`src/rtl/series_smoothing_filter_assert.svh`:
```
// Assertion macros for the series smoothing filter.
// Expects clk and rst_n in the scope of use; no other dependencies.
`ifndef SERIES_SMOOTHING_FILTER_ASSERT_SVH
`define SERIES_SMOOTHING_FILTER_ASSERT_SVH

// cons must hold in the same cycle as ante
`define SSF_ASSERT_SAME(lbl, ante, cons, msg) \
    lbl: assert property (@(posedge clk) disable iff (!rst_n) (ante) |-> (cons)) \
        else $error(msg);

// cons must hold in the cycle after ante
`define SSF_ASSERT_NEXT(lbl, ante, cons, msg) \
    lbl: assert property (@(posedge clk) disable iff (!rst_n) (ante) |=> (cons)) \
        else $error(msg);

`endif

```
`src/rtl/ssf_ram.sv`:
```
// Generic simple dual-port RAM, one write and one registered read per cycle.
// No dependencies.
`timescale 1ns / 1ps
`default_nettype none

module ssf_ram #(
    parameter int WIDTH = 32,
    parameter int DEPTH = 64,
    parameter int AW    = (DEPTH > 1) ? $clog2(DEPTH) : 1
) (
    input  wire logic             clk,
    input  wire logic             we,
    input  wire logic [AW-1:0]    waddr,
    input  wire logic [WIDTH-1:0] wdata,
    input  wire logic [AW-1:0]    raddr,
    output logic      [WIDTH-1:0] rdata
);

    logic [WIDTH-1:0] mem [DEPTH];
    logic [WIDTH-1:0] rdata_reg;

    always_ff @(posedge clk)
    begin
        if (we)
            mem[waddr] <= wdata;
        rdata_reg <= mem[raddr];
    end

    assign rdata = rdata_reg;

endmodule

`default_nettype wire

```
`config.mk`:
```
export PLATFORM = sky130hd
export DESIGN_NAME = ssf_ram
export DESIGN_NICKNAME = d
export VERILOG_FILES = /design/src/rtl/series_smoothing_filter_assert.svh /design/src/rtl/ssf_ram.sv
export SDC_FILE = /design/constraint.sdc
export NUM_CORES = 2
export LEC_CHECK = 0
export BUFFER_PORTS_ARGS = -buffer_cell sky130_fd_sc_hd__buf_2
export CAP_MARGIN = 20
export CORE_AREA = 3 3 382 384
export DETAILED_ROUTE_END_ITERATION = 6
export DIE_AREA = 0 0 385 387
export GPL_TIMING_DRIVEN = 0
export PLACE_DENSITY = 0.76
export SLEW_MARGIN = 20
export SYNTH_ARGS = -nofsm -noshare
export SYNTH_HDL_FRONTEND = slang
export SYNTH_SLANG_ARGS = --single-unit
```
`constraint.sdc`:
```
create_clock -name clk -period 5.1 [get_ports clk]
set_input_delay 0.51 -clock clk [delete_from_list [all_inputs] [get_ports clk]]
set_output_delay 0.51 -clock clk [all_outputs]
set_load 0.005 [all_outputs]
```
==> impl_results.md <==
- Status: finished clean
- Worst path arrival time: 4770 ps
- Crit-path most repeated cell: buf_2
- Fin area: 91200 sq um
- Setup ws final: 980 ps
- Sequential area share after synthesis: 79.1%
- Overall via count from detail_route: 41730
- CTS max path bufs: 3
- Max-slew violations: 0
- Critical R2R Capture: rdata[18]
- Min-delay src: wdata[28]
- Sink Count: 2080
- Post-CTS Setup Repair Bufs: 0
- Post-route setup TNS: 0 ps
- GRT Resource Usage Total: 33.6%
- Critical path required time: 5750 ps
- Final net count: 3777
- WL final: 246 mm
- F_max: 0.243 GHz
- Placed instance area: 84800 sq um
- Largest net degree at the start of global routing: 65
- HPWL Detailed: 152 mm
- Core region area: 143000 sq um
- Max incr delay on CP: 870 ps
- Delay-heaviest family, CP: buffers and inverters
- Die height: 387 um
- DR iter-0 viols: 7606
- Post-synthesis cell type count: 34
- Slew of the pin with the lowest slew margin: 1240 ps
- Final Critical Period: 4120 ps
- Syn nets: 3370
- Reg2reg setup slack: 2280 ps
- Rows: 139
- Cell Area, Synth: 78500 sq um
- Worst R2R Path Depth: 4
- Largest register FFs: 2048
- Die area: 149000 sq um
- Tcrit/Tclk final: 80.8%
- Grt ovf: 0
- Initial antenna violation count: 12
- Max_cap viols: 0
- Routability cong.: 0.873
- Number of global-route vias before repair: 41355
- RSZ-0062 raised after global routing: false
- Most frequent cells in the layout: edfxtp_1, mux4_2, clkbuf_16, clkbuf_1, buf_2
- # H-tree levels: 4
- Vias per cell: 7.19
- Synth Register Bits: 2080
- CP Class: primary input to flip-flop
- Commonest non-fill, non-tap cell in the layout: edfxtp_1
- Die X: 385 um
- Top cells by area, synth: edfxtp_1, mux4_2, mux2i_1
- CP endpoint kind: flip-flop
- Worst Hold Path Cells: 1
- Avg Inst Size Synth: 23.6 sq um
- Antenna viol nets, final: 0
- Largest area contributor in the netlist: edfxtp_1
- Lkg Pwr: 0.0286 uW
- Hold Crit Endpoint: mem[40][28]
- Reg-to-reg startpoint: mem[19][18]
- Filler cells: 8742
- Syn. warnings: 0
- PostCTS Resize Cnt: 0
- Multi-input logic area: 16000 sq um
- Crit path max fanout: 10
- Synthesis-to-layout area growth: 16.2%
- First-pass GRT wire length: 337 mm
- Pwr Density: 389 nW/um^2
- Hold Vio Cnt, Final: 0
- Worst path cell trace: buf_2 > buf_2 > buf_2 > buf_1 > nand3b_1 > o221ai_1 > a21oi_1 > a21oi_1 > nor2_1
- Final Setup Violations: 0
- Crit path buffers/inverters: 4
- Drc violations: 0
- Pre-CTS WS: 401 ps
- Setup Skew: 36.8 ps
- CP max-delay cell: buf_1
- Area occupied by registers: 62100 sq um
- Post-synth top area share: 78.3%
- Share of cells above drive strength 1: 30.7%
- DRT Pass-1 Iters: 7
- Num CTS Buffers: 195
- Number of port buffers: 69
- Gate Count Post-Synth: 3324
- Clock transition at the registers of the reported paths: 70 ps
- Skew-Pair Late Insertion Delay: 840 ps
- Hold_buf cts: 0
- CTS tree: built
- CP Launch Type: primary input
- VDD IR max: 0.360 mV
- WL/cell: 42.4 um
- Hold Path Class: primary input to flip-flop
- Starting Density: 54.9%
- Root Driver: clkbuf_16
- Slew headroom: 17.3%
- I/O pins: 78
==> area by class of cell <==
| cell class | count | area share [%] |
|---|---|---|
| flip-flops and latches | 2080 | 68.1 |
| multi-input cells | 1062 | 17.5 |
| clock buffers | 271 | 6.03 |
| repair buffers | 210 | 3.85 |
| well taps | 1903 | 2.61 |
| plain buffers | 182 | 0.983 |
| clock inverters | 87 | 0.890 |
| diodes | 8 | 0.0219 |
==> Yosys cell counts (all sizes together) <==
master	count
edfxtp	2048
or3b	5
and2	2
nand4	2
nand2	26
o221ai	27
dfxtp	32
nand2b	8
mux4	544
and3	4
a31oi	1
nor3	7
a311oi	8
mux2i	93
or2	3
nand3	5
a41o	4
a22oi	12
nand4b	1
clkbuf	74
nor2	137
o32ai	4
or3	3
nand3b	5
o22ai	84
buf	108
a21oi	62
nor2b	15
==> power by group <==
part           switching (uW)  internal (uW)
Clock                    6360           8140
Sequential               43.1          18900
Combinational            1330            662
==> routing by layer <==
| metal | vias to the layer above | GRT usage (%) | share of wire (%) |
|---|---|---|---|
| met5 | - | 0 | 0.0097 |
| li1 | 15110 | - | - |
| met4 | 4 | 21.6 | 8.3 |
| met3 | 1052 | 11.5 | 16 |
| met1 | 21215 | 42.8 | 31 |
| met2 | 4349 | 49.6 | 45 |
==> through the flow <==
stage | hold WS, ps | std cells | util (%) | power (uW)
after global placement | 863 | 5296 | 56.8 | 21100
after floorplan | 609 | 3324 | - | 20200
final | 117 | 5803 | 63.7 | 35500
after CTS | 236 | 5793 | 63.7 | 35400
after detailed placement | 861 | 5435 | 59.3 | 21200
after global routing | 94.8 | 5796 | 63.7 | 36100
==> cells by family (layout without fill, tap and decap cells) <==
| logic type | count (synthesis) | count (layout) | synth area share (%) |
|---|---|---|---|
| AO/OA/AOI/OAI | 202 | 202 | 1.67 |
| multiplexers | 637 | 637 | 16.8 |
| flip-flops | 2080 | 2080 | 79.1 |
| other | 0 | 8 | 0 |
| AND/OR/NAND/NOR | 223 | 223 | 1.27 |
| buffers and inverters | 182 | 750 | 1.13 |
==> worst max path at each step <==
| stage | cells after the start | startpoint | to |
|---|---|---|---|
| 6_report | 9 | raddr[1] | rdata[22] |
| 5_1_grt | 9 | raddr[1] | rdata[22] |
| 4_1_cts | 9 | raddr[1] | rdata[22] |
| 3_5_place_dp | 9 | raddr[1] | rdata[22] |
| 3_3_place_gp | 3 | waddr[4] | mem[49][23] |
| 2_1_floorplan | 4 | waddr[3] | mem[48][0] |
Power figures use the tool's default switching activity.
