<file path="config.mk">
export PLATFORM = sky130hd
export DESIGN_NAME = ssf_mac
export DESIGN_NICKNAME = d
export VERILOG_FILES = /design/src/rtl/series_smoothing_filter_assert.svh /design/src/rtl/ssf_pkg.sv /design/src/rtl/ssf_mac.sv
export SDC_FILE = /design/constraint.sdc
export NUM_CORES = 2
export LEC_CHECK = 0
export BUFFER_PORTS_ARGS = -buffer_cell sky130_fd_sc_hd__buf_2
export CAP_MARGIN = 15
export CORE_ASPECT_RATIO = 1.75
export CORE_MARGIN = 2
export CORE_UTILIZATION = 65
export DETAILED_ROUTE_END_ITERATION = 7
export GPL_ROUTABILITY_DRIVEN = 0
export GPL_TIMING_DRIVEN = 1
export PLACE_DENSITY = 0.86
export SYNTH_ARGS = -nofsm -noshare
export SYNTH_HDL_FRONTEND = slang
export SYNTH_SLANG_ARGS = --single-unit
</file>
<file path="constraint.sdc">
create_clock -name clk -period 20.9 [get_ports clk]
set_clock_uncertainty 0.2 [all_clocks]
set_input_delay 2.09 -clock clk [delete_from_list [all_inputs] [get_ports clk]]
set_output_delay 2.09 -clock clk [all_outputs]
set_load 0.01 [all_outputs]
</file>
<file path="src/rtl/series_smoothing_filter_assert.svh">
// Assertion macros for the series smoothing filter.
// Expects clk and rst_n in the scope of use; no other dependencies.
`ifndef SERIES_SMOOTHING_FILTER_ASSERT_SVH
`define SERIES_SMOOTHING_FILTER_ASSERT_SVH

// cons must hold in the same cycle as ante
`define SSF_ASSERT_SAME(lbl, ante, cons, msg) \
    lbl: assert property (@(posedge clk) disable iff (!rst_n) (ante) |-> (cons)) \
        else $error(msg);

// cons must hold in the cycle after ante
`define SSF_ASSERT_NEXT(lbl, ante, cons, msg) \
    lbl: assert property (@(posedge clk) disable iff (!rst_n) (ante) |=> (cons)) \
        else $error(msg);

`endif

</file>
<file path="src/rtl/ssf_pkg.sv">
// Shared constants, register codes and saturation helper for the smoothing filter.
// No dependencies.
`timescale 1ns / 1ps
`default_nettype none

package ssf_pkg;

    localparam int SAMPLE_W       = 32;
    localparam int DEF_MAX_WINDOW = 64;
    localparam int WINDOW_W       = 10;
    localparam int ALPHA_W        = 17;
    localparam int DIVISOR_W      = 11;
    localparam int MAC_W          = 33;
    localparam int ACC_W          = 2 * MAC_W;
    localparam int Q_SHIFT        = 16;
    localparam int ALPHA_MAX      = 65536;
    localparam int ALPHA_NUM      = 131072;
    localparam int ADDR_W         = 5;
    localparam int REG_IDX_W      = 3;
    localparam int CFG_W          = 32;

    localparam logic [2:0] MODE_PASS = 3'd0;
    localparam logic [2:0] MODE_SMA  = 3'd1;
    localparam logic [2:0] MODE_EMA  = 3'd2;
    localparam logic [2:0] MODE_ADD  = 3'd3;
    localparam logic [2:0] MODE_MUL  = 3'd4;

    localparam logic [REG_IDX_W-1:0] REG_MODE   = 3'd0;
    localparam logic [REG_IDX_W-1:0] REG_WINDOW = 3'd1;
    localparam logic [REG_IDX_W-1:0] REG_ALPHA  = 3'd2;
    localparam logic [REG_IDX_W-1:0] REG_ADD    = 3'd3;
    localparam logic [REG_IDX_W-1:0] REG_FACTOR = 3'd4;

    localparam logic [WINDOW_W-1:0] WINDOW_RST = 10'd3;
    localparam logic [SAMPLE_W-1:0] FACTOR_RST = 32'h0001_0000;

    // clamp a wide signed value into the sample range
    function automatic logic signed [SAMPLE_W-1:0] sat_sample(
        input logic signed [ACC_W-1:0] v
    );
        logic [ACC_W-SAMPLE_W:0]     top;
        logic signed [SAMPLE_W-1:0]  r;
        top = v[ACC_W-1:SAMPLE_W-1];
        if ((&top) || !(|top))
            r = v[SAMPLE_W-1:0];
        else if (v[ACC_W-1])
            r = {1'b1, {(SAMPLE_W-1){1'b0}}};
        else
            r = {1'b0, {(SAMPLE_W-1){1'b1}}};
        return r;
    endfunction

endpackage

`default_nettype wire

</file>
<file path="src/rtl/ssf_mac.sv">
// Shared signed multiply-accumulate unit with a registered result.
// Depends on ssf_pkg.
`timescale 1ns / 1ps
`default_nettype none

module ssf_mac (
    input  wire logic                               clk,
    input  wire logic                               en,
    input  wire logic                               clear,
    input  wire logic signed [ssf_pkg::MAC_W-1:0]   a,
    input  wire logic signed [ssf_pkg::MAC_W-1:0]   b,
    output logic signed      [ssf_pkg::ACC_W-1:0]   acc
);
    import ssf_pkg::*;

    logic signed [ACC_W-1:0] prod;
    logic signed [ACC_W-1:0] acc_reg, acc_next;

    assign prod     = a * b;
    assign acc_next = clear ? prod : ACC_W'(acc_reg + prod);

    always_ff @(posedge clk)
    begin
        if (en)
            acc_reg <= acc_next;
    end

    assign acc = acc_reg;

endmodule

`default_nettype wire

</file>
==> results.sh <==
export IMPL_grt_start_max_net_pins=106
export IMPL_floorplan_die_height_um=351
export IMPL_place_detailed_hpwl_um=105000
export IMPL_synth_seq_cells=66
export IMPL_grt_setup_unrepaired="false"
export IMPL_synth_cell_type_count=65
export IMPL_grt_pass1_vias=39400
export IMPL_route_detailed_wl_per_inst_um=23.0
export IMPL_synth_edf_count=66
export IMPL_postCtsSetupRepairBufs=0
export IMPL_flip_flop_count_of_the_largest_register_all_copies_and_words_added=66
export IMPL_initial_core_util_pct=65.6
export IMPL_worstPathRequired_ns=20.80
export IMPL_worstHoldEndpoint="acc[65]"
export IMPL_placementRows=127
export IMPL_cts_hold_buf=0
export IMPL_dieWidth_um=202
export IMPL_syn_mean_instance_area_um2=9.19
export IMPL_finalCriticalPeriod_ns=12.72
export IMPL_hold_start="acc[65]"
export IMPL_netlist_area_um2=44800
export IMPL_cts_root_to_sink_buffers=2
export IMPL_critPathCaptureType="flip-flop"
export IMPL_critical_path_top_delay_family="adder cells"
export IMPL_worst_margin_pin_slew_ns=0.993
export IMPL_finalCritPeriodShare_pct=60.9
export IMPL_fill_cells=5068
export IMPL_critical_path_startpoint_type="input port"
export IMPL_drcViolationCount=0
export IMPL_critical_path_cell_count=36
export IMPL_delay_of_the_slowest_critical_path_stage_ns=0.84
export IMPL_postSynth_topFlopCell="edfxtp_1"
export IMPL_synth_yosys_warnings=0
export IMPL_worst_path_buf_inv=5
export IMPL_fmax_ghz=0.0786
export IMPL_final_setup_tns_ns=0
export IMPL_timing_hold_worst_path_depth=3
export IMPL_finalMaxSlewViolations=0
export IMPL_io_buffers=134
export IMPL_tritoncts_clock_tree="done"
export IMPL_via_count=35100
export IMPL_place_area_um2=45700
export IMPL_clockRootBuffer="clkbuf_16"
export IMPL_global_route_overflow_total=0
export IMPL_num_nets_final=6279
export IMPL_setup_viol_count_final=0
export IMPL_flow_area_growth_from_synthesis_pct=2.87
export IMPL_rrSetupSlack_ns=16.65
export IMPL_clock_sinks=66
export IMPL_cp_max_fo=33
export IMPL_detail_route_iter0_violations=3084
export IMPL_route_antenna_remaining_nets=0
export IMPL_most_common_cell_after_layout_fill_and_taps_aside="fa_1"
export IMPL_yosysSeqAreaShare_pct=4.42
export IMPL_layout_drive_gt1_share_pct=4.01
export IMPL_ctsResizeCount=0
export IMPL_antenna_violations_before_repair=8
export IMPL_run_status="complete, no violations"
export IMPL_worst_path_max_delay_cell="fa_1"
export IMPL_fp_dieArea_um2=71100
export IMPL_clkTransAtPathRegs_ns=0.06
export IMPL_rr_worst_depth=12
export IMPL_worst_ep_arrival_time_ns=12.62
export IMPL_most_common_layout_cells="fa_1, inv_1, nand2_1, and2_1, ha_1"
export IMPL_synthesized_instance_count=4876
export IMPL_reg2reg_to="acc[36]"
export IMPL_async_flop_share_pct=0
export IMPL_worst_slew_margin_rel_pct=33.8
export IMPL_clock_tree_htree_level_count=3
export IMPL_total_iterations_of_the_first_detailed_routing_run=8
export IMPL_most_frequent_cell_on_critical_path="fa_1"
export IMPL_design_core_area_um2=68300
export IMPL_maxCapViolations=0
export IMPL_worstSetupPathType="in -> reg"
export IMPL_r2r_start="acc[0]"
export IMPL_routed_via_density=6.16
export IMPL_numCtsBuffers=9
export IMPL_grt_pass1_wl_um=208000
export IMPL_final_non_filler_cell_area_um2=46100
export IMPL_synth_net_count=6374
export IMPL_holdCritPathClass="reg -> reg"
export IMPL_clock_latency_of_the_later_clocked_register_in_the_worst_skew_pair_ns=0.35
export IMPL_grt_usage_pct=38.8
export IMPL_hold_viol_final=0
export IMPL_detail_route_wirelength_um=131000
export IMPL_boundaryPins=135
-- final cells by class --
| type | instances | area, um2 | share of cell area [%] |
|---|---|---|---|
| clock inverter | 7 | 101 | 0.220 |
| multi-input combinational | 3443 | 37700 | 81.8 |
| antenna | 6 | 15.0 | 0.0326 |
| timing repair buffer | 140 | 738 | 1.60 |
| clock buffer | 9 | 225 | 0.489 |
| tap | 903 | 1130 | 2.45 |
| sequential | 66 | 1980 | 4.30 |
| inverter | 1121 | 4210 | 9.13 |
-- metrics by stage --
step	std cells	hold slack (ns)	utilization, %	setup slack, ns
2_1_floorplan	4876	0.545	-	9.55
3_3_place_gp	5672	0.593	66.9	8.36
3_5_place_dp	5672	0.595	66.9	8.12
4_1_cts	5688	0.613	67.4	8.43
5_1_grt	5693	0.651	67.4	7.68
6_report	5695	0.605	67.4	8.18
-- per-layer routing --
metal | global-route usage, % | share of wire (%)
met4 | 38.0 | 13
met5 | 0.481 | 0.062
met2 | 66.7 | 51
met1 | 38.7 | 28
met3 | 7.55 | 8.1
-- synth_stat cells, types with 18 or more instances --
library cell  count  area [um2]
xnor2_1          91         797
clkbuf_1        240         901
edfxtp_1         66        1980
a21oi_1         136         681
o21ai_1          28         140
ha_1            283        3540
nor2_1           76         285
fa_1           1146       22900
o21bai_1         18         135
a21o_1           74         556
nand2b_1         26         163
xor2_1           45         394
nand3_1          30         150
inv_1          1121        4210
o21ai_0          96         480
and2_1          522        3270
nand2_1         669        2510
nand4_1          19         119
-- tightest hold or removal path, delay by kind of cell, from the launching register on --
family / cells / cell delay, ns
xor gates and xnor gates: 1 / 0.14
AOI/OAI and AO/OA: 2 / 0.17
DFF: 1 / 0.39
-- how the worst max path moves through the flow --
stage                     start  slack (ns)       to
after global routing      b[13]        7.68  acc[60]
final                     b[13]        8.18  acc[60]
after detailed placement   b[3]        8.12  acc[60]
after floorplan            b[0]        9.55  acc[60]
after CTS                  b[3]        8.43  acc[60]
after global placement     b[0]        8.36  acc[64]
-- logic make-up (layout without fill, tap and decap cells) --
family          count (synthesis)  after routing  synth area share (%)
fa+ha+maj                    1429           1429                  59.1
simple gates                 1394           1394                  15.2
buf+inv                      1367           1277                  11.5
compound gates                469            469                  6.75
xor+xnor                      136            136                  2.66
flops                          66             66                  4.42
mux                            15             15                 0.374
other cells                     0              6                     0
Power is left out: the tool's default activity adds up to more than one toggle a clock period on the data nets, which glitch-free logic cannot reach.
