File: src/rtl/series_smoothing_filter_assert.svh
// Assertion macros for the series smoothing filter.
// Expects clk and rst_n in the scope of use; no other dependencies.
`ifndef SERIES_SMOOTHING_FILTER_ASSERT_SVH
`define SERIES_SMOOTHING_FILTER_ASSERT_SVH

// cons must hold in the same cycle as ante
`define SSF_ASSERT_SAME(lbl, ante, cons, msg) \
    lbl: assert property (@(posedge clk) disable iff (!rst_n) (ante) |-> (cons)) \
        else $error(msg);

// cons must hold in the cycle after ante
`define SSF_ASSERT_NEXT(lbl, ante, cons, msg) \
    lbl: assert property (@(posedge clk) disable iff (!rst_n) (ante) |=> (cons)) \
        else $error(msg);

`endif

File: src/rtl/ssf_pkg.sv
// Shared constants, register codes and saturation helper for the smoothing filter.
// No dependencies.
`timescale 1ns / 1ps
`default_nettype none

package ssf_pkg;

    localparam int SAMPLE_W       = 32;
    localparam int DEF_MAX_WINDOW = 64;
    localparam int WINDOW_W       = 10;
    localparam int ALPHA_W        = 17;
    localparam int DIVISOR_W      = 11;
    localparam int MAC_W          = 33;
    localparam int ACC_W          = 2 * MAC_W;
    localparam int Q_SHIFT        = 16;
    localparam int ALPHA_MAX      = 65536;
    localparam int ALPHA_NUM      = 131072;
    localparam int ADDR_W         = 5;
    localparam int REG_IDX_W      = 3;
    localparam int CFG_W          = 32;

    localparam logic [2:0] MODE_PASS = 3'd0;
    localparam logic [2:0] MODE_SMA  = 3'd1;
    localparam logic [2:0] MODE_EMA  = 3'd2;
    localparam logic [2:0] MODE_ADD  = 3'd3;
    localparam logic [2:0] MODE_MUL  = 3'd4;

    localparam logic [REG_IDX_W-1:0] REG_MODE   = 3'd0;
    localparam logic [REG_IDX_W-1:0] REG_WINDOW = 3'd1;
    localparam logic [REG_IDX_W-1:0] REG_ALPHA  = 3'd2;
    localparam logic [REG_IDX_W-1:0] REG_ADD    = 3'd3;
    localparam logic [REG_IDX_W-1:0] REG_FACTOR = 3'd4;

    localparam logic [WINDOW_W-1:0] WINDOW_RST = 10'd3;
    localparam logic [SAMPLE_W-1:0] FACTOR_RST = 32'h0001_0000;

    // clamp a wide signed value into the sample range
    function automatic logic signed [SAMPLE_W-1:0] sat_sample(
        input logic signed [ACC_W-1:0] v
    );
        logic [ACC_W-SAMPLE_W:0]     top;
        logic signed [SAMPLE_W-1:0]  r;
        top = v[ACC_W-1:SAMPLE_W-1];
        if ((&top) || !(|top))
            r = v[SAMPLE_W-1:0];
        else if (v[ACC_W-1])
            r = {1'b1, {(SAMPLE_W-1){1'b0}}};
        else
            r = {1'b0, {(SAMPLE_W-1){1'b1}}};
        return r;
    endfunction

endpackage

`default_nettype wire

File: src/rtl/ssf_div.sv
// Iterative signed-by-unsigned divider, two quotient bits per cycle, truncating.
// Depends on ssf_pkg.
`timescale 1ns / 1ps
`default_nettype none

module ssf_div #(
    parameter int DW = 38
) (
    input  wire logic                               clk,
    input  wire logic                               rst_n,
    input  wire logic                               start,
    input  wire logic signed [DW-1:0]               dividend,
    input  wire logic        [ssf_pkg::DIVISOR_W-1:0] divisor,
    output logic                                    done,
    output logic signed      [DW-1:0]               quotient
);
    import ssf_pkg::*;

    localparam int EW    = DW + (DW % 2);
    localparam int STEPS = EW / 2;
    localparam int CNT_W = (STEPS > 1) ? $clog2(STEPS) : 1;

    logic                 busy_reg, busy_next;
    logic                 done_reg, done_next;
    logic [CNT_W-1:0]     cnt_reg, cnt_next;
    logic                 neg_reg, neg_next;
    logic [EW-1:0]        num_reg, num_next;
    logic [EW-1:0]        quo_reg, quo_next;
    logic [DIVISOR_W-1:0] rem_reg, rem_next;
    logic [DIVISOR_W-1:0] den_reg, den_next;
    logic [DW-1:0]        mag;
    logic [DW-1:0]        quo_signed;

    assign mag = dividend[DW-1] ? DW'(-dividend) : DW'(dividend);

    always_comb
    begin
        logic [DIVISOR_W:0]   t;
        logic [DIVISOR_W-1:0] r;
        logic [EW-1:0]        n;
        logic [EW-1:0]        q;
        busy_next = busy_reg;
        done_next = 1'b0;
        cnt_next  = cnt_reg;
        neg_next  = neg_reg;
        num_next  = num_reg;
        quo_next  = quo_reg;
        rem_next  = rem_reg;
        den_next  = den_reg;
        r = rem_reg;
        n = num_reg;
        q = quo_reg;
        for (int k = 0; k < 2; k++)
        begin
            t = {r, n[EW-1]};
            n = {n[EW-2:0], 1'b0};
            if (t >= {1'b0, den_reg})
            begin
                r = DIVISOR_W'(t - {1'b0, den_reg});
                q = {q[EW-2:0], 1'b1};
            end
            else
            begin
                r = t[DIVISOR_W-1:0];
                q = {q[EW-2:0], 1'b0};
            end
        end
        if (start)
        begin
            busy_next = 1'b1;
            cnt_next  = '0;
            neg_next  = dividend[DW-1];
            num_next  = EW'(mag);
            quo_next  = '0;
            rem_next  = '0;
            den_next  = divisor;
        end
        else if (busy_reg)
        begin
            num_next = n;
            quo_next = q;
            rem_next = r;
            cnt_next = cnt_reg + 1'b1;
            if (cnt_reg == CNT_W'(STEPS - 1))
            begin
                busy_next = 1'b0;
                done_next = 1'b1;
            end
        end
    end

    always_ff @(posedge clk or negedge rst_n)
    begin
        if (!rst_n)
        begin
            busy_reg <= 1'b0;
            done_reg <= 1'b0;
            cnt_reg  <= '0;
        end
        else
        begin
            busy_reg <= busy_next;
            done_reg <= done_next;
            cnt_reg  <= cnt_next;
        end
    end

    always_ff @(posedge clk)
    begin
        neg_reg <= neg_next;
        num_reg <= num_next;
        quo_reg <= quo_next;
        rem_reg <= rem_next;
        den_reg <= den_next;
    end

    assign quo_signed = neg_reg ? DW'(-quo_reg[DW-1:0]) : quo_reg[DW-1:0];
    assign quotient   = quo_signed;
    assign done       = done_reg;

endmodule

`default_nettype wire

File: config.mk
export PLATFORM = sky130hd
export DESIGN_NAME = ssf_div
export DESIGN_NICKNAME = d
export VERILOG_FILES = /design/src/rtl/series_smoothing_filter_assert.svh /design/src/rtl/ssf_pkg.sv /design/src/rtl/ssf_div.sv
export SDC_FILE = /design/constraint.sdc
export NUM_CORES = 1
export LEC_CHECK = 0
export BUFFER_PORTS_ARGS = -buffer_cell sky130_fd_sc_hd__buf_2
export CAP_MARGIN = 10
export CORE_UTILIZATION = 50
export CTS_CLUSTER_DIAMETER = 80
export DETAILED_ROUTE_END_ITERATION = 6
export HOLD_SLACK_MARGIN = 0.12
export PLACE_DENSITY = 0.74
export RECOVER_POWER = 100
export SETUP_SLACK_MARGIN = 0.02
export SLEW_MARGIN = 20
export SYNTH_ARGS = -nofsm -noshare
export SYNTH_HDL_FRONTEND = slang
export SYNTH_SLANG_ARGS = --single-unit
export TNS_END_PERCENT = 50
File: constraint.sdc
create_clock -name clk -period 4.7 [get_ports clk]
set_clock_uncertainty 0.05 [all_clocks]
set_input_delay 0.94 -clock clk [delete_from_list [all_inputs] [get_ports clk]]
set_output_delay 0.94 -clock clk [all_outputs]
set_load 0.05 [all_outputs]
==> impl_metrics.tcl <==
set metrics [dict create \
    status "finished with violations" \
    violations "max-capacitance violations, max-slew violations" \
    arrival_ns 4.63 \
    drt_iter0_drc 336 \
    cp_top_family "compound AO/OA/AOI/OAI gates" \
    max_stage_delay_ns 0.41 \
    critPathCaptureType "register" \
    multi_input_area_um2 3770 \
    start_util_pct 52.1 \
    synth_nets 798 \
    synth-edff-count 50 \
    hold_path_class "in2async" \
    layout.nets 874 \
    worstPathMaxFanout 18 \
    dpl.cell_count 953 \
    timing.final.crit_share_pct 94.2 \
    critical_path_class "reg2reg" \
    cp.required_ns 4.90 \
    vias_per_cell 5.60 \
    final-seq-area_um2 2660 \
    syn_area_um2 6690 \
    die_area_um2 13800 \
    p_leak_uw 0.00335 \
    syn_area_per_cell_um2 9.31 \
    cts_tree "built" \
    p_per_area_nw_per_um2 536 \
    portBuffers 90 \
    path_cells "ha_1, fa_1, nand2b_1, a21oi_1, o21ai_0, a21o_1, buf_4, nand2_1, o21ai_0, ha_1, o21a_1, o31a_1, o311a_1, nor4_2, o31ai_1, a211o_1, mux2_1, a22o_1" \
    cts_root_buf "clkbuf_16" \
    slowest_stage "edfxtp_1" \
    worst-path-buf-inv 1 \
    postSynthCellCount 718 \
    coreArea_um2 12800 \
    wl_per_cell_um 15.2 \
    synth-async-reset-ratio_pct 6.60 \
    num_vias 5442 \
    clk_pin_slew_ns 0.07 \
    antenna_cells 0 \
    crit_path_start_kind "register" \
    ys_types 63 \
    fmax_mhz 226 \
    timing.rr.start "den_reg[0]$_DFFE_PP_" \
    wl_mm 14.8 \
    pre_cts_ws_ns 0.232 \
    synthSimpleGateAreaFrac_pct 17.2 \
    cp.depth 18 \
    hold_buffers 0 \
    ant_nets 0 \
    final_max_slew_viol_count 124 \
    yosysSeqAreaShare_pct 39.7 \
    fin_setup_tns_ns 0 \
    stdcell_count 971 \
    ff2ff_setup_slack_ns 0.27 \
    drive_gt1_share_pct 11.4 \
    grt_pass1_wl_mm 24.9 \
    dr.pass1.iters 5 \
    worstMarginPinSlew_ns 1.64 \
    fp.dieW_um 118 \
    startpoint "den_reg[0]$_DFFE_PP_" \
    finalHoldViolations 0 \
    num_rows 41 \
    cts_made_buffers 9 \
    synth_top_family_by_area "simple AND/OR/NAND/NOR gates" \
    yosys-mux-area-fraction_pct 7.20 \
    synth-compound-area-share_pct 15.3 \
    ys_ff_latch 106 \
    num_io_pins 91 \
    hpwl_mm 10.6 \
    setup_slack_ns 0.274 \
    antenna_found_initial 0 \
    regToRegEndpoint "rem_reg[8]$_SDFFE_PP0P_" \
    n_fill_cell 1194 \
    ys_warn_count 0 \
    area_delta_synth_final_pct 12.0 \
    grt.total_usage_pct 22.0 \
    endpoint "rem_reg[8]$_SDFFE_PP0P_" \
    peakVddDrop_mv 0.240 \
    cap_violations 2 \
    synth_fa_ha_area_share_pct 5.46 \
    gp_congestion 0.845 \
    ff2ff_path_depth 18 \
    clock_latency_ns 0.36 \
    fp.dieH_um 118 \
    first_global_vias 5232 \
    setup_violations 0 \
    rsz0062_at_grt "false" \
    cts_buffer_depth 2 \
    max_slew_margin_pct -9.05 \
    overflow 0 \
    synth_xor_area_share_pct 11.8 \
    min_period_ns 4.43 \
    clkSinkCount 106 \
    ys.flop_type "edfxtp_1" \
    grt_max_degree 85 \
    cts_max_level 3 \
    drc 0 \
]
-- cells in the final DEF, fill, tap and decap left out, drive strengths merged, types with 7 or more instances in the layout --
| cell | count |
|---|---|
| nand2 | 48 |
| edfxtp | 50 |
| a21oi | 46 |
| nand2b | 10 |
| nor4 | 7 |
| o31ai | 21 |
| ha | 26 |
| a211oi | 8 |
| nor2b | 8 |
| dfrtp | 7 |
| a21o | 9 |
| dfxtp | 49 |
| or4 | 11 |
| xnor2 | 39 |
| or3 | 8 |
| buf | 55 |
| o41ai | 13 |
| xor2 | 51 |
| o21ai | 36 |
| mux2i | 47 |
| nor2 | 106 |
| nor3 | 7 |
| inv | 24 |
| nand3 | 8 |
| clkbuf | 57 |
-- logic make-up after synthesis --
group,after synthesis
and+or+nand+nor,235
AOI/OAI and AO/OA,153
DFF,106
xor gates and xnor gates,90
buffers and inverters,58
muxes,48
adders and majority gates,28
-- report_power, final --
group          internal [uW]  switching [uW]  leakage (uW)
clock                    377             345      0.000136
sequential              1070            68.8      0.000996
combinational            783            1370       0.00222
total                   2230            1790       0.00335
-- worst register-to-register path: stages (launching register included) --
cell and delay (ns):
edfxtp_1 0.41, ha_1 0.22, fa_1 0.41, nand2b_1 0.16, a21oi_1 0.17, o21ai_0 0.12, a21o_1 0.26, buf_4 0.21
nand2_1 0.07, o21ai_0 0.11, ha_1 0.35, o21a_1 0.12, o31a_1 0.13, o311a_1 0.31, nor4_2 0.23, o31ai_1 0.13
a211o_1 0.33, mux2_1 0.33, a22o_1 0.19
-- timing repair --
item / 4_1_cts / 5_1_grt
endpoints found under the setup margin: 0 / 10
buffers inserted: 0 / 2
gates resized for setup: 0 / 6
hold endpoints to repair: 0 / 0
-- metal layers --
metal | GRT usage [%] | part of all wire [%] | up-vias
met5 | 0 | 0 | -
met3 | 4.89 | 4.7 | 21
met4 | 7.85 | 1.8 | 0
li1 | - | - | 2728
met2 | 36.8 | 49 | 128
met1 | 27.7 | 45 | 2565
-- cell type report --
type | count | area share (%)
multi-input cells | 554 | 50.3
flip-flops and latches | 106 | 35.5
repair buffers | 101 | 6.45
clock buffers | 11 | 3.24
well taps | 172 | 2.87
inverters | 22 | 1.10
clock inverters | 5 | 0.485
-- how the worst min path moves through the flow --
stage | start | end | slack [ns] | cells after the start
after floorplan | rem_reg[7]$_SDFFE_PP0P_ | rem_reg[7]$_SDFFE_PP0P_ | 0.42 | 1
after global placement | quo_reg[37]$_SDFFE_PP0P_ | quo_reg[37]$_SDFFE_PP0P_ | 0.45 | 2
after detailed placement | rem_reg[4]$_SDFFE_PP0P_ | rem_reg[4]$_SDFFE_PP0P_ | 0.46 | 2
after CTS | rst_n | cnt_reg[2]$_DFFE_PN0P_ | 0.34 | 1
after global routing | rst_n | cnt_reg[4]$_DFFE_PN0P_ | 0.42 | 1
final | rst_n | cnt_reg[2]$_DFFE_PN0P_ | 0.41 | 1
-- synthesized netlist by cell type (2+ instances only) --
library cell  number  area, um2
nor2b_1            8       50.1
inv_1             22       82.6
dfxtp_1           49        981
nand2_1           48        180
a211oi_1           8       60.1
or3_1              6       37.5
ha_1              26        325
or2_2              2       12.5
fa_1               2       40.0
a21o_1             9       67.6
clkbuf_1          30        113
a21oi_1           46        230
nor2_1           106        398
nor4_1             6       37.5
nor3_1             7       35.0
xor2_1            51        447
o21ai_0           32        160
a22o_1             3       26.3
dfrtp_1            7        175
or4_1              9       67.6
o21a_1             3       22.5
nand2b_1          10       62.6
nand3_1            7       35.0
and4_1             3       26.3
or3_4              2       22.5
o21ai_1            4       20.0
xnor2_1           39        342
edfxtp_1          50       1500
nand4_1            6       37.5
nand3b_1           4       30.0
or4_4              2       22.5
o41ai_1           11       96.3
o31ai_1           20        150
buf_1              5       18.8
mux2i_1           47        470
-- metrics by stage --
step	utilization [%]	instance area, um2	power (uW)	hold slack (ns)
finish	58.4	7490	4020	0.413
detailed placement	56.8	7280	3290	0.456
global route	58.4	7490	4270	0.420
global placement	56.8	7280	3240	0.449
floorplan	-	6690	2810	0.420
CTS	59.0	7560	4020	0.343
Power figures use the tool's default switching activity.
